File: src/hdl/wafc_pkg.sv
`default_nettype none
package wafc_pkg;
  localparam logic [1:0] OP_TICK = 2'd0;
  localparam logic [1:0] OP_CMD = 2'd1;
  localparam logic [1:0] OP_SLIDER = 2'd2;
  localparam logic [1:0] OP_STOP = 2'd3;

  localparam logic [1:0] MODE_STANDBY = 2'd0;
  localparam logic [1:0] MODE_LAMP = 2'd1;
  localparam logic [1:0] MODE_ALARM = 2'd2;

  localparam logic [4:0] ID_ENABLE = 5'd1;
  localparam logic [4:0] ID_DURATION = 5'd2;
  localparam logic [4:0] ID_HOUR = 5'd3;
  localparam logic [4:0] ID_MINUTE = 5'd4;
  localparam logic [4:0] ID_RTC_HOUR = 5'd5;
  localparam logic [4:0] ID_RTC_MINUTE = 5'd6;
  localparam logic [4:0] ID_RTC_DAY = 5'd7;

  localparam logic [1:0] RTC_NONE = 2'd0;
  localparam logic [1:0] RTC_HOUR = 2'd1;
  localparam logic [1:0] RTC_MINUTE = 2'd2;
  localparam logic [1:0] RTC_DAY = 2'd3;

  localparam logic [5:0] DUR_MAX = 6'd60;
  localparam logic [44:0] INC_NUM = 45'h1000_0000_0000;
  localparam logic [25:0] DIV_UNIT = 26'd60000000;
  localparam logic [15:0] DUTY_MAX = 16'hFFFF;

  typedef struct packed {
    logic start;
    logic div_busy;
  } div_stat_t;

  typedef struct packed {
    logic load;
    logic step;
    logic tick_update;
  } dp_cmd_t;

  function automatic logic [16:0] oct_tab(input logic [3:0] k);
    case (k)
      4'd0: oct_tab = 17'd32768;
      4'd1: oct_tab = 17'd35734;
      4'd2: oct_tab = 17'd38968;
      4'd3: oct_tab = 17'd42495;
      4'd4: oct_tab = 17'd46341;
      4'd5: oct_tab = 17'd50535;
      4'd6: oct_tab = 17'd55109;
      4'd7: oct_tab = 17'd60097;
      default: oct_tab = 17'd65536;
    endcase
  endfunction

  // 2^(ip + frac/2^25) - 1, saturated
  function automatic logic [15:0] pow2m1(input logic [4:0] ip, input logic [24:0] frac);
    logic [2:0] k;
    logic [21:0] rem;
    logic [16:0] lo;
    logic [16:0] hi;
    logic [39:0] prod;
    logic [17:0] mant;
    logic [33:0] sh;
    logic [18:0] val;
    k = frac[24:22];
    rem = frac[21:0];
    lo = oct_tab({1'b0, k});
    hi = oct_tab({1'b0, k} + 4'd1);
    prod = 40'(hi - lo) * 40'(rem);
    mant = 18'(lo) + 18'(prod[39:22]);
    sh = 34'(mant) << ip[3:0];
    val = 19'(sh >> 15) - 19'd1;
    if (ip[4] || (sh >> 15) > 34'd65536) pow2m1 = DUTY_MAX;
    else pow2m1 = val[15:0];
  endfunction
endpackage
`default_nettype wire

File: src/hdl/wakeup_alarm_fade_controller_unit.sv
// Each transaction passes the DIV, FIN and OUT states; a tick that starts an alarm
// also waits in DIV for the 45-step restoring divider that computes the fade increment.
// Throughput: one transaction at a time; next accepted after the result is taken.
// Reset (rst, synchronous): alarm table cleared, duration 1 minute, standby,
// off_threshold 2.
`default_nettype none
module wakeup_alarm_fade_controller_unit #(
  parameter int DAYS = 7
) (
  input  wire logic clk,
  input  wire logic rst,
  input  wire logic in_valid,
  output logic in_stall,
  input  wire logic [1:0] operation,
  input  wire logic [7:0] cmd_byte,
  input  wire logic [9:0] adc_value,
  input  wire logic [4:0] hour,
  input  wire logic [5:0] minute,
  input  wire logic [5:0] second,
  input  wire logic [2:0] weekday,
  input  wire logic alarm_switch,
  output logic out_valid,
  input  wire logic out_stall,
  output logic lamp_on,
  output logic [15:0] duty,
  output logic [1:0] mode,
  output logic [1:0] rtc_write_kind,
  output logic [7:0] rtc_write_value,
  input  wire logic cfg_valid,
  output logic cfg_ready,
  input  wire logic [9:0] cfg_data
);
  import wafc_pkg::*;
  logic [9:0] off_threshold;
  dp_cmd_t cmd;
  div_stat_t stat;
  logic in_acc;

  assign cfg_ready = 1'b1;
  assign in_acc = in_valid && !in_stall;

  always_ff @(posedge clk) begin
    if (rst) off_threshold <= 10'd2;
    else if (cfg_valid && cfg_ready) off_threshold <= cfg_data;
  end

  wafc_ctrl u_ctrl (
    .clk, .rst, .in_acc, .out_acc(out_valid && !out_stall), .stat, .cmd,
    .in_stall, .out_valid
  );

  wafc_dp #(.DAYS(DAYS)) u_dp (
    .clk, .rst, .cmd, .stat, .off_threshold, .operation, .cmd_byte, .adc_value,
    .hour, .minute, .second, .weekday, .alarm_switch, .lamp_on, .duty, .mode,
    .rtc_write_kind, .rtc_write_value
  );
endmodule
`default_nettype wire

File: src/hdl/wafc_ctrl.sv
`default_nettype none
module wafc_ctrl (
  input  wire logic clk,
  input  wire logic rst,
  input  wire logic in_acc,
  input  wire logic out_acc,
  input  wire wafc_pkg::div_stat_t stat,
  output wafc_pkg::dp_cmd_t cmd,
  output logic in_stall,
  output logic out_valid
);
  import wafc_pkg::*;
  localparam logic [1:0] S_IDLE = 2'd0;
  localparam logic [1:0] S_DIV = 2'd1;
  localparam logic [1:0] S_FIN = 2'd2;
  localparam logic [1:0] S_OUT = 2'd3;
  logic [1:0] state;

  always_ff @(posedge clk) begin
    if (rst) begin
      state <= S_IDLE;
    end else begin
      case (state)
        S_IDLE: if (in_acc) state <= S_DIV;
        S_DIV: if (!stat.start || !stat.div_busy) state <= S_FIN;
        S_FIN: state <= S_OUT;
        S_OUT: if (out_acc) state <= S_IDLE;
        default: state <= S_IDLE;
      endcase
    end
  end

  always_comb begin
    in_stall = (state != S_IDLE);
    out_valid = (state == S_OUT);
    cmd.load = in_acc;
    cmd.step = (state == S_DIV) && stat.start && stat.div_busy;
    cmd.tick_update = (state == S_FIN);
  end
endmodule
`default_nettype wire

File: src/hdl/wafc_dp.sv
`default_nettype none
module wafc_dp #(
  parameter int DAYS = 7
) (
  input  wire logic clk,
  input  wire logic rst,
  input  wire wafc_pkg::dp_cmd_t cmd,
  output wafc_pkg::div_stat_t stat,
  input  wire logic [9:0] off_threshold,
  input  wire logic [1:0] operation,
  input  wire logic [7:0] cmd_byte,
  input  wire logic [9:0] adc_value,
  input  wire logic [4:0] hour,
  input  wire logic [5:0] minute,
  input  wire logic [5:0] second,
  input  wire logic [2:0] weekday,
  input  wire logic alarm_switch,
  output logic lamp_on,
  output logic [15:0] duty,
  output logic [1:0] mode,
  output logic [1:0] rtc_write_kind,
  output logic [7:0] rtc_write_value
);
  import wafc_pkg::*;
  logic alarm_enable [DAYS];
  logic [4:0] alarm_hour [DAYS];
  logic [5:0] alarm_minute [DAYS];
  logic [5:0] fade_minutes;
  logic byte_phase;
  logic [4:0] pending_id;
  logic [2:0] pending_day;
  logic alarm_running, stop_request;
  logic [32:0] fade_accumulator;
  logic [23:0] fade_increment;
  logic [15:0] lamp_duty;
  logic [9:0] slider_level;
  logic [1:0] op_r;
  logic [7:0] byte_r;
  logic [9:0] adc_r;
  logic start_r;
  // restoring divider
  logic [44:0] quo;
  logic [31:0] remd;
  logic [31:0] dvs;
  logic [5:0] cnt;

  logic [2:0] wd_ix;
  logic wd_ok;
  logic [4:0] ah, sh;
  logic [5:0] am, sm;
  logic match;
  logic [32:0] rem_sh;

  always_comb begin
    wd_ix = weekday;
    wd_ok = 32'(weekday) < DAYS;
    ah = wd_ok ? alarm_hour[wd_ix] : 5'd0;
    am = wd_ok ? alarm_minute[wd_ix] : 6'd0;
    if (am < fade_minutes) begin
      sh = (ah == 5'd0) ? 5'd23 : ah - 5'd1;
      sm = 6'(6'd60 - (fade_minutes - am));
    end else begin
      sh = ah;
      sm = am - fade_minutes;
    end
    match = wd_ok && !alarm_running && hour == sh && minute == sm && alarm_enable[wd_ix]
      && alarm_switch && second == 6'd0;
    rem_sh = {remd, quo[44]};
    stat.start = start_r;
    stat.div_busy = (cnt != 6'd0);
  end

  always_ff @(posedge clk) begin
    if (rst) begin
      for (int i = 0; i < DAYS; i++) begin
        alarm_enable[i] <= 1'b0;
        alarm_hour[i] <= 5'd0;
        alarm_minute[i] <= 6'd0;
      end
      fade_minutes <= 6'd1;
      byte_phase <= 1'b0;
      pending_id <= 5'd0;
      pending_day <= 3'd0;
      alarm_running <= 1'b0;
      stop_request <= 1'b0;
      fade_accumulator <= 33'd0;
      fade_increment <= 24'd0;
      lamp_duty <= 16'd0;
      slider_level <= 10'd0;
      mode <= MODE_STANDBY;
      start_r <= 1'b0;
      cnt <= 6'd0;
      op_r <= OP_TICK;
      rtc_write_kind <= RTC_NONE;
      rtc_write_value <= 8'd0;
    end else begin
      if (cmd.load) begin
        op_r <= operation;
        byte_r <= cmd_byte;
        adc_r <= adc_value;
        start_r <= (operation == OP_TICK) && match;
        rtc_write_kind <= RTC_NONE;
        rtc_write_value <= 8'd0;
        if (operation == OP_TICK && match) begin
          quo <= INC_NUM;
          remd <= 32'd0;
          dvs <= 32'(26'(DIV_UNIT) * 32'(fade_minutes));
          cnt <= 6'd45;
        end
      end
      if (cmd.step) begin
        if (rem_sh >= {1'b0, dvs}) begin
          remd <= 32'(rem_sh - {1'b0, dvs});
          quo <= {quo[43:0], 1'b1};
        end else begin
          remd <= rem_sh[31:0];
          quo <= {quo[43:0], 1'b0};
        end
        cnt <= cnt - 6'd1;
      end
      if (cmd.tick_update) begin : upd
        logic run;
        logic [32:0] acc;
        logic [15:0] d;
        logic [1:0] m;
        logic [9:0] sl;
        run = alarm_running;
        acc = fade_accumulator;
        d = lamp_duty;
        m = mode;
        sl = slider_level;
        case (op_r)
          OP_TICK: begin
            if (start_r) begin
              run = 1'b1;
              acc = 33'd0;
              d = 16'd0;
              fade_increment <= quo[23:0];
              m = MODE_ALARM;
            end
            if (run) begin
              if (stop_request) begin
                run = 1'b0;
                stop_request <= 1'b0;
                m = MODE_STANDBY;
              end
              if (d != DUTY_MAX)
                acc = acc + 33'(start_r ? quo[23:0] : fade_increment);
              d = pow2m1(5'(acc[32:28]), acc[27:3]);
            end
          end
          OP_CMD: begin
            if (!byte_phase) begin
              pending_id <= byte_r[7:3];
              pending_day <= byte_r[2:0];
              byte_phase <= 1'b1;
            end else begin
              byte_phase <= 1'b0;
              case (pending_id)
                ID_ENABLE: if (32'(pending_day) < DAYS)
                  alarm_enable[pending_day] <= byte_r[0];
                ID_DURATION: fade_minutes <= (byte_r == 8'd0) ? 6'd1 :
                  ((byte_r > 8'(DUR_MAX)) ? DUR_MAX : byte_r[5:0]);
                ID_HOUR: if (32'(pending_day) < DAYS && byte_r <= 8'd23)
                  alarm_hour[pending_day] <= byte_r[4:0];
                ID_MINUTE: if (32'(pending_day) < DAYS && byte_r <= 8'd59)
                  alarm_minute[pending_day] <= byte_r[5:0];
                ID_RTC_HOUR: begin
                  rtc_write_kind <= RTC_HOUR; rtc_write_value <= byte_r;
                end
                ID_RTC_MINUTE: begin
                  rtc_write_kind <= RTC_MINUTE; rtc_write_value <= byte_r;
                end
                ID_RTC_DAY: begin
                  rtc_write_kind <= RTC_DAY; rtc_write_value <= byte_r;
                end
                default: ;
              endcase
            end
          end
          OP_SLIDER: if (!run) begin
            sl = adc_r;
            d = pow2m1({1'b0, adc_r[9:6]}, {adc_r[5:0], 19'd0});
          end
          default: if (run) stop_request <= 1'b1;
        endcase
        if (m == MODE_STANDBY && sl >= off_threshold) m = MODE_LAMP;
        else if (m == MODE_LAMP && sl < off_threshold) m = MODE_STANDBY;
        alarm_running <= run;
        fade_accumulator <= acc;
        lamp_duty <= d;
        mode <= m;
        slider_level <= sl;
        start_r <= 1'b0;
      end
    end
  end

  assign lamp_on = (mode != MODE_STANDBY);
  assign duty = lamp_duty;
endmodule
`default_nettype wire

File: config.mk
export PLATFORM = sky130hd
export DESIGN_NAME = wakeup_alarm_fade_controller_unit
export DESIGN_NICKNAME = d
export VERILOG_FILES = /design/src/hdl/wafc_pkg.sv /design/src/hdl/wakeup_alarm_fade_controller_unit.sv /design/src/hdl/wafc_ctrl.sv /design/src/hdl/wafc_dp.sv
export SDC_FILE = /design/constraint.sdc
export NUM_CORES = 2
export LEC_CHECK = 0
export BUFFER_PORTS_ARGS = -buffer_cell sky130_fd_sc_hd__buf_2
export CAP_MARGIN = 20
export CORE_MARGIN = 2
export CORE_UTILIZATION = 42
export DETAILED_ROUTE_END_ITERATION = 16
export GPL_ROUTABILITY_DRIVEN = 0
export GPL_TIMING_DRIVEN = 0
export SYNTH_ARGS = -nofsm -noshare
export SYNTH_HDL_FRONTEND = slang
export SYNTH_HIERARCHICAL = 1
export SYNTH_SLANG_ARGS = --single-unit
File: constraint.sdc
create_clock -name clk -period 22.7 [get_ports clk]
set_input_delay 3.405 -clock clk [delete_from_list [all_inputs] [get_ports clk]]
set_output_delay 3.405 -clock clk [all_outputs]
set_load 0.005 [all_outputs]
* Word level (Yosys, flattened, before mapping)
Memories as Yosys holds them, arrays and structs flattened. A register that Yosys moved wholly into a read port is not among the register bits. Index checks and enable logic that the tools add are counted.
Storage, ports and cells: register bits 252, memory bits (writable) 84, memory bits (read-only) 480, memories 7, word-level logic and storage cells 264
Memory list:
- (name not given) | words 8, bits a word 15, rd ports 1, clocked after Yosys merged registers in 0, write ports 0, line wafc_pkg.sv:42 | case (k)
- (name not given) | words 8, bits a word 15, rd ports 1, clocked after Yosys merged registers in 0, write ports 0, line wafc_pkg.sv:42
- (name not given) | words 8, bits a word 15, rd ports 1, clocked after Yosys merged registers in 1, write ports 0, line wafc_pkg.sv:42
- (name not given) | words 8, bits a word 15, rd ports 1, clocked after Yosys merged registers in 0, write ports 0, line wafc_pkg.sv:42
- u_dp.alarm_minute | words 7, bits a word 6, rd ports 1, clocked after Yosys merged registers in 0, write ports 7, line wafc_dp.sv:27 | logic [5:0] alarm_minute [DAYS];
- u_dp.alarm_hour | words 7, bits a word 5, rd ports 1, clocked after Yosys merged registers in 0, write ports 7, line wafc_dp.sv:26 | logic [4:0] alarm_hour [DAYS];
- +1 memories
Cells by class: eq/ne operators 21, shift operators 2, reductions and logical operators 54, order comparisons 11, add/subtract/negate cells 15, bitwise logic cells 3, $mul 3, multiplexer cells 125
Operator list (number):
- two-way mux 33 bit | 10
- two-way mux 17 bit | 18
- two-way mux 45 bit | 3
- two-way mux 16 bit | 8
- two-way mux 32 bit | 4
- left shift 18 x 4 -> 34 bit | 2
- two-way mux 6 bit | 8
- multiplier 40 x 22 -> 40 bit | 1
- multiplier 40 x 3 -> 21 bit | 1
- two-way mux 10 bit | 4
- two-way mux 8 bit | 5
- > comparator 19 x 17 -> 1 bit, second input constant | 2
- two-way mux 1 bit | 37
- adder 17 x 18 -> 18 bit | 2
- subtractor 17 x 17 -> 18 bit | 2
- adder 33 bit | 1
- greater-or-equal comparator 33 x 32 -> 1 bit | 1
- one-hot mux 16 bit (2 select lines) | 1
- subtractor 16 x 1 -> 16 bit, second input constant | 2
- subtractor 32 bit | 1
- two-way mux 2 bit | 15
- multiplier 18 x 6 -> 24 bit, first input constant | 1
- two-way mux 24 bit | 1
- == test 5 x 3 -> 1 bit, second input constant | 4
- 44 further kinds | 100

* Logic depth before layout (Yosys ltp)
An unclocked memory read counts as a cell.
word-level depth 26, gate-level depth with buffers 79, gate-level depth less buffers 69

* Cells and area by module
The synthesis kept the hierarchy.
Modules (own cells, without submodules):
- wafc_dp | area an instance 39240.1 µm², cells each 4590, times used 1
- wakeup_alarm_fade_controller_unit | area an instance 379.1 µm², cells each 36, times used 1
- wafc_ctrl | area an instance 193.9 µm², cells each 23, times used 1

* Worst setup path before layout
OpenSTA, ideal clock, no wires.
kind register -> register, from reg u_dp.start_r, to reg u_dp.lamp_duty[9] (netlist: u_dp/duty[9]), data arrival time 17.753 ns, library setup time 0.103 ns, path buffers 12, cell stages (with the launch flop) 73, setup slack 4.843 ns, required time 22.597 ns, cell sequence dfxtp_1 > buf_2 > clkbuf_1 > clkbuf_1 > clkbuf_1 > buf_1 > buf_1 > mux2_2 > ha_1 > and3_1 > and3_1 > a2111oi_1 > nor2_1 > a21oi_1 > xnor2_2 > buf_2 > clkbuf_1 > clkbuf_1 > [... 37 more ...] > o21bai_1 > a2111oi_0 > o31a_1 > o21ai_0 > o41ai_1 > nor2_1 > a211oi_1 > inv_1 > o221ai_1 > nor2_1 > mux2_4 > o311a_1 > or3_1 > or3_1 > buf_2 > or4_1 > xor2_1 > a2111oi_2
Between the ends: cells in the longest elaborated chain, start to end 26, elaborated cells between the ends (all ways) 42, those cells by class add/sub: 5; mul: 1; order compare: 1; eq/ne: 1; shift: 1; mux: 30; reduce/logical: 1; memory: 2
Ends and longest elaborated chain:
- start: declaration | line wafc_dp.sv:40 | logic start_r;
- start signal: assignment | line wafc_dp.sv:101 | start_r <= (operation == OP_TICK) && match;
- two-way mux 33 bit / two-way mux 16 bit (equally long branches) | line wafc_dp.sv:134 | if (start_r) begin
- two-way mux 33 bit / two-way mux 16 bit (equally long branches) | line wafc_dp.sv:132 | case (op_r)
- two-way mux 33 bit / two-way mux 16 bit (equally long branches) | line wafc_dp.sv:121 | if (cmd.tick_update) begin : upd
- two-way mux 33 bit / two-way mux 16 bit (equally long branches) | line wafc_dp.sv:74 | if (rst) begin
- adder 33 bit / inequality test 16 bit (equally long branches) | line wafc_dp.sv:148, wafc_dp.sv:147
- two-way mux 33 bit | line wafc_dp.sv:147 | if (d != DUTY_MAX)
- two-way mux 33 bit | line wafc_dp.sv:141 | if (run) begin
- two-way mux 33 bit | line wafc_dp.sv:132
- [... 10 more ...]
- multiplier 40 x 22 -> 40 bit | line wafc_pkg.sv:69 | prod = 40'(hi - lo) * 40'(rem);
- adder 17 x 18 -> 18 bit | line wafc_pkg.sv:70 | mant = 18'(lo) + 18'(prod[39:22]);
- left shift 18 x 4 -> 34 bit | line wafc_pkg.sv:71 | sh = 34'(mant) << ip[3:0];
- > comparator 19 x 17 -> 1 bit | line wafc_pkg.sv:73 | if (ip[4] || (sh >> 15) > 34'd65536) pow2m1 = DUTY_MAX;
- logical OR 1 bit | line wafc_pkg.sv:73
- two-way mux 16 bit | line wafc_pkg.sv:73
- two-way mux 16 bit * | line wafc_dp.sv:141
- one-hot mux 16 bit (2 select lines) * | line wafc_dp.sv:132
- end signal: assignment | line wafc_dp.sv:88 | lamp_duty <= 16'd0;
- end signal: assignment | line wafc_dp.sv:191 | lamp_duty <= d;
- end: declaration | line wafc_dp.sv:35 | logic [15:0] lamp_duty;
Every way passes the cells marked *; elsewhere a longest branch is shown, timed or not. The select of a mux whose other input is x is not followed. A chain may end at the register's enable or synchronous reset.

* Final worst setup path
from reg u_dp.start_r, to reg u_dp.lamp_duty[8] (netlist: u_dp/duty[8])
The elaborated chain is that of the path after synthesis.

==> impl_metrics.env <==
export IMPL_drt_initial_drc_count=2636
export IMPL_min_delay_path_class="reg2reg"
export IMPL_clock_path_buffers=3
export IMPL_yosys_area_top_type="fa_1"
export IMPL_die_y_um=311.9
export IMPL_grt_overflow=0
export IMPL_wire_per_inst_um=18.41
export IMPL_finalCriticalPeriod_ns=21.56
export IMPL_ant_nets=0
export IMPL_critPathLaunchType="flip-flop"
export IMPL_skew_ns=0.02051
export IMPL_syn_inst=4649
export IMPL_power_density_nw_per_um2=96.01
export IMPL_layout_drive_gt1_share_pct=6.375
export IMPL_synth_edff_count=191
export IMPL_ys_seq_area_share_pct=22.40
export IMPL_post_cts_setup_buffer_count=0
export IMPL_num_rows=112
export IMPL_rsz0062_at_grt="no"
export IMPL_synth_avg_cell_area_um2=8.564
export IMPL_crit_required_ns=23.08
export IMPL_synth_top_area_share_pct=17.85
export IMPL_ys_warn_count=6
export IMPL_max_vdd_ir_drop_v=0.0002292
export IMPL_power_leakage_nw=20.21
export IMPL_num_vias=32770
export IMPL_finalMaxSlewViolations=0
export IMPL_yosysUniqueCellTypes=101
export IMPL_port_buffers=84
export IMPL_syn_to_final_growth_pct=8.856
export IMPL_clock_sinks=350
export IMPL_tritoncts="built"
export IMPL_insertion_delay_ns=0.55
export IMPL_max_freq_mhz=46.37
export IMPL_finalCritPeriodShare_pct=95.00
export IMPL_numCtsBuffers=37
export IMPL_drc_errors=0
export IMPL_initial_core_util_pct=42.53
export IMPL_path_clk_slew_ns=0.06
export IMPL_vias_per_cell=5.399
export IMPL_first_pass_iters=6
export IMPL_synth_area_um2=39810
export IMPL_place_ws_ns=-1.019
export IMPL_critPathKind="reg2reg"
export IMPL_grt_max_degree=33
export IMPL_cp_common_cell="fa_1"
export IMPL_crit_path_end_kind="flip-flop"
export IMPL_multi_input_area_um2=27800
export IMPL_crit_fanout=19
export IMPL_n_antenna_cell=0
export IMPL_synth_flop_cell="edfxtp_1"
export IMPL_grt_pass1_wl_um=178200
export IMPL_worst_path_max_delay_cell="nor4_2"
export IMPL_netlist_top_cells_count="630 x nand2_1, 613 x inv_1, 376 x nor2_1"
export IMPL_grt_pass1_vias=32180
export IMPL_area_sequential_um2=8919
export IMPL_synth_area_leaders="fa_1 18%, edfxtp_1 14%, ha_1 11%, dfxtp_1 8.0%, nand2_1 5.9%"
export IMPL_fill_cells=9333
export IMPL_grt_antenna_before_repair=2
export IMPL_cap_violations=0
export IMPL_tightest_slew_ns=1.241
export IMPL_die_x_um=311.9
export IMPL_syn_nets=5408
export IMPL_setup_ws_ns=1.135
export IMPL_slew_headroom_pct=16.67
export IMPL_die_area_um2=97270
export IMPL_hold_viol=0
export IMPL_track_usage_pct=22.77
export IMPL_nets=5546
export IMPL_cpPeakStageDelay_ns=0.65
export IMPL_status="finished, final reports clean"
export IMPL_clockRootBuffer="clkbuf_16"
export IMPL_postSynth_asyncResetShare_pct=0
export IMPL_synth_seq_cells=350
export IMPL_ios=88
export IMPL_critPathArrivalTime_ns=21.94
export IMPL_p_total_w=0.004161
export IMPL_htreeDepth=2
export IMPL_setup_viol=0
export IMPL_place_hpwl_um=90050
export IMPL_core_area_um2=93610
export IMPL_yosysMostFrequentCell="nand2_1"
export IMPL_wl_um=111800
state kept, by name (all words and copies together), names as in the netlist, 7 cells and up, named ones only:
register,cells
u_dp/quo,45
u_dp/alarm_minute,42
u_dp/alarm_hour,35
u_dp/fade_accumulator,33
u_dp/remd,32
u_dp/dvs,24
u_dp/fade_increment,24
u_dp/duty,16
off_threshold,10
u_dp/adc_r,10
u_dp/slider_level,10
u_dp/byte_r,8
u_dp/rtc_write_value,8
u_dp/alarm_enable,7
worst max-delay path: cells and delay by family, from the launching register on:
kind,cells,cell delay (ns)
AOI/OAI and AO/OA,21,6.25
adders and majority gates,11,4.76
buffers and inverters,16,4.44
and+or+nand+nor,17,3.80
xor gates and xnor gates,4,1.17
DFF,1,0.53
muxes,1,0.40
routing by layer:
| metal | up-vias | share of wire [%] | GRT usage [%] | routed length [um] |
|---|---|---|---|---|
| li1 | 15790 | - | - | - |
| met3 | 139 | 7.2 | 3.547 | 8019 |
| met1 | 15820 | 46 | 33.09 | 51770 |
| met2 | 1026 | 44 | 35.68 | 49510 |
| met4 | 0 | 2.2 | 4.851 | 2463 |
| met5 | - | 0 | 0 | 0 |
power by group:
part / internal [W] / total [W] / switching (W)
Clock: 0.000372 / 0.000637 / 0.000264
Sequential: 0.000694 / 0.000723 / 0.0000289
Combinational: 0.00117 / 0.00280 / 0.00163
Total: 0.00223 / 0.00416 / 0.00193
cell usage in the layout, fill, tap and decap left out, types with 95 or more instances in the layout:
master	instances
nor3_1	100
edfxtp_1	191
buf_2	95
fa_1	355
nand2_1	630
a21oi_1	248
inv_1	613
clkbuf_1	179
o21ai_0	131
and2_1	135
ha_1	348
mux2i_1	98
nor2_1	374
xnor2_1	122
dfxtp_1	159
logic make-up (layout without fill, tap and decap cells):
logic type,after synthesis,in the layout,synth area share (%)
buffers and inverters,826,993,7.916
XOR/XNOR,189,189,4.214
AND/OR/NAND/NOR,1615,1615,18.85
adder cells (fa/ha/maj),703,703,28.79
other,1,1,0.009419
multiplexers,157,157,4.566
flip-flops,350,350,22.40
AO/OA/AOI/OAI,808,808,13.26
layout make-up:
| cell class | instances | share of cell area, % |
|---|---|---|
| Clock inverter | 12 | 0.2252 |
| Clock buffer | 56 | 2.714 |
| Inverter | 617 | 5.347 |
| Sequential cell | 350 | 20.58 |
| Tap cell | 1254 | 3.620 |
| Multi-Input combinational cell | 3473 | 64.14 |
| Timing Repair Buffer | 100 | 1.418 |
| Buffer | 208 | 1.957 |
metrics by stage:
| stage | TNS, ns | instance area [um^2] | hold slack (ns) | utilization (%) | cells |
|---|---|---|---|---|---|
| 5_1_grt | 0 | 43340 | 0.4685 | 46.30 | 6070 |
| 3_3_place_gp | -11.07 | 41800 | 0.4389 | 44.66 | 5987 |
| 3_5_place_dp | -13.51 | 41990 | 0.4455 | 44.86 | 6000 |
| 6_report | 0 | 43340 | 0.4544 | 46.30 | 6070 |
| 4_1_cts | 0 | 43290 | 0.4537 | 46.24 | 6068 |
| 2_1_floorplan | 0 | 39810 | 0.4318 | - | 4649 |
worst paths after layout:
kind                                         endpoint  depth (start not counted)  slack (ns)                           startpoint
setup / recovery            u_dp/duty[8]$_SDFFE_PP0P_                         70        1.14            u_dp/start_r$_SDFFE_PP0P_
hold / removal    u_dp/fade_increment[2]$_SDFFE_PP0P_                          2        0.45  u_dp/fade_increment[2]$_SDFFE_PP0P_
setup reg to reg            u_dp/duty[8]$_SDFFE_PP0P_                         70        1.14            u_dp/start_r$_SDFFE_PP0P_
hold reg to reg   u_dp/fade_increment[2]$_SDFFE_PP0P_                          2        0.45  u_dp/fade_increment[2]$_SDFFE_PP0P_
what timing repair did:
action,CTS,global route
hold buffers,0,0
endpoints found under the setup margin,16,16
gates resized for setup,7,19
hold endpoints to repair,0,0
No activity file was read; power rests on OpenSTA's default activity.
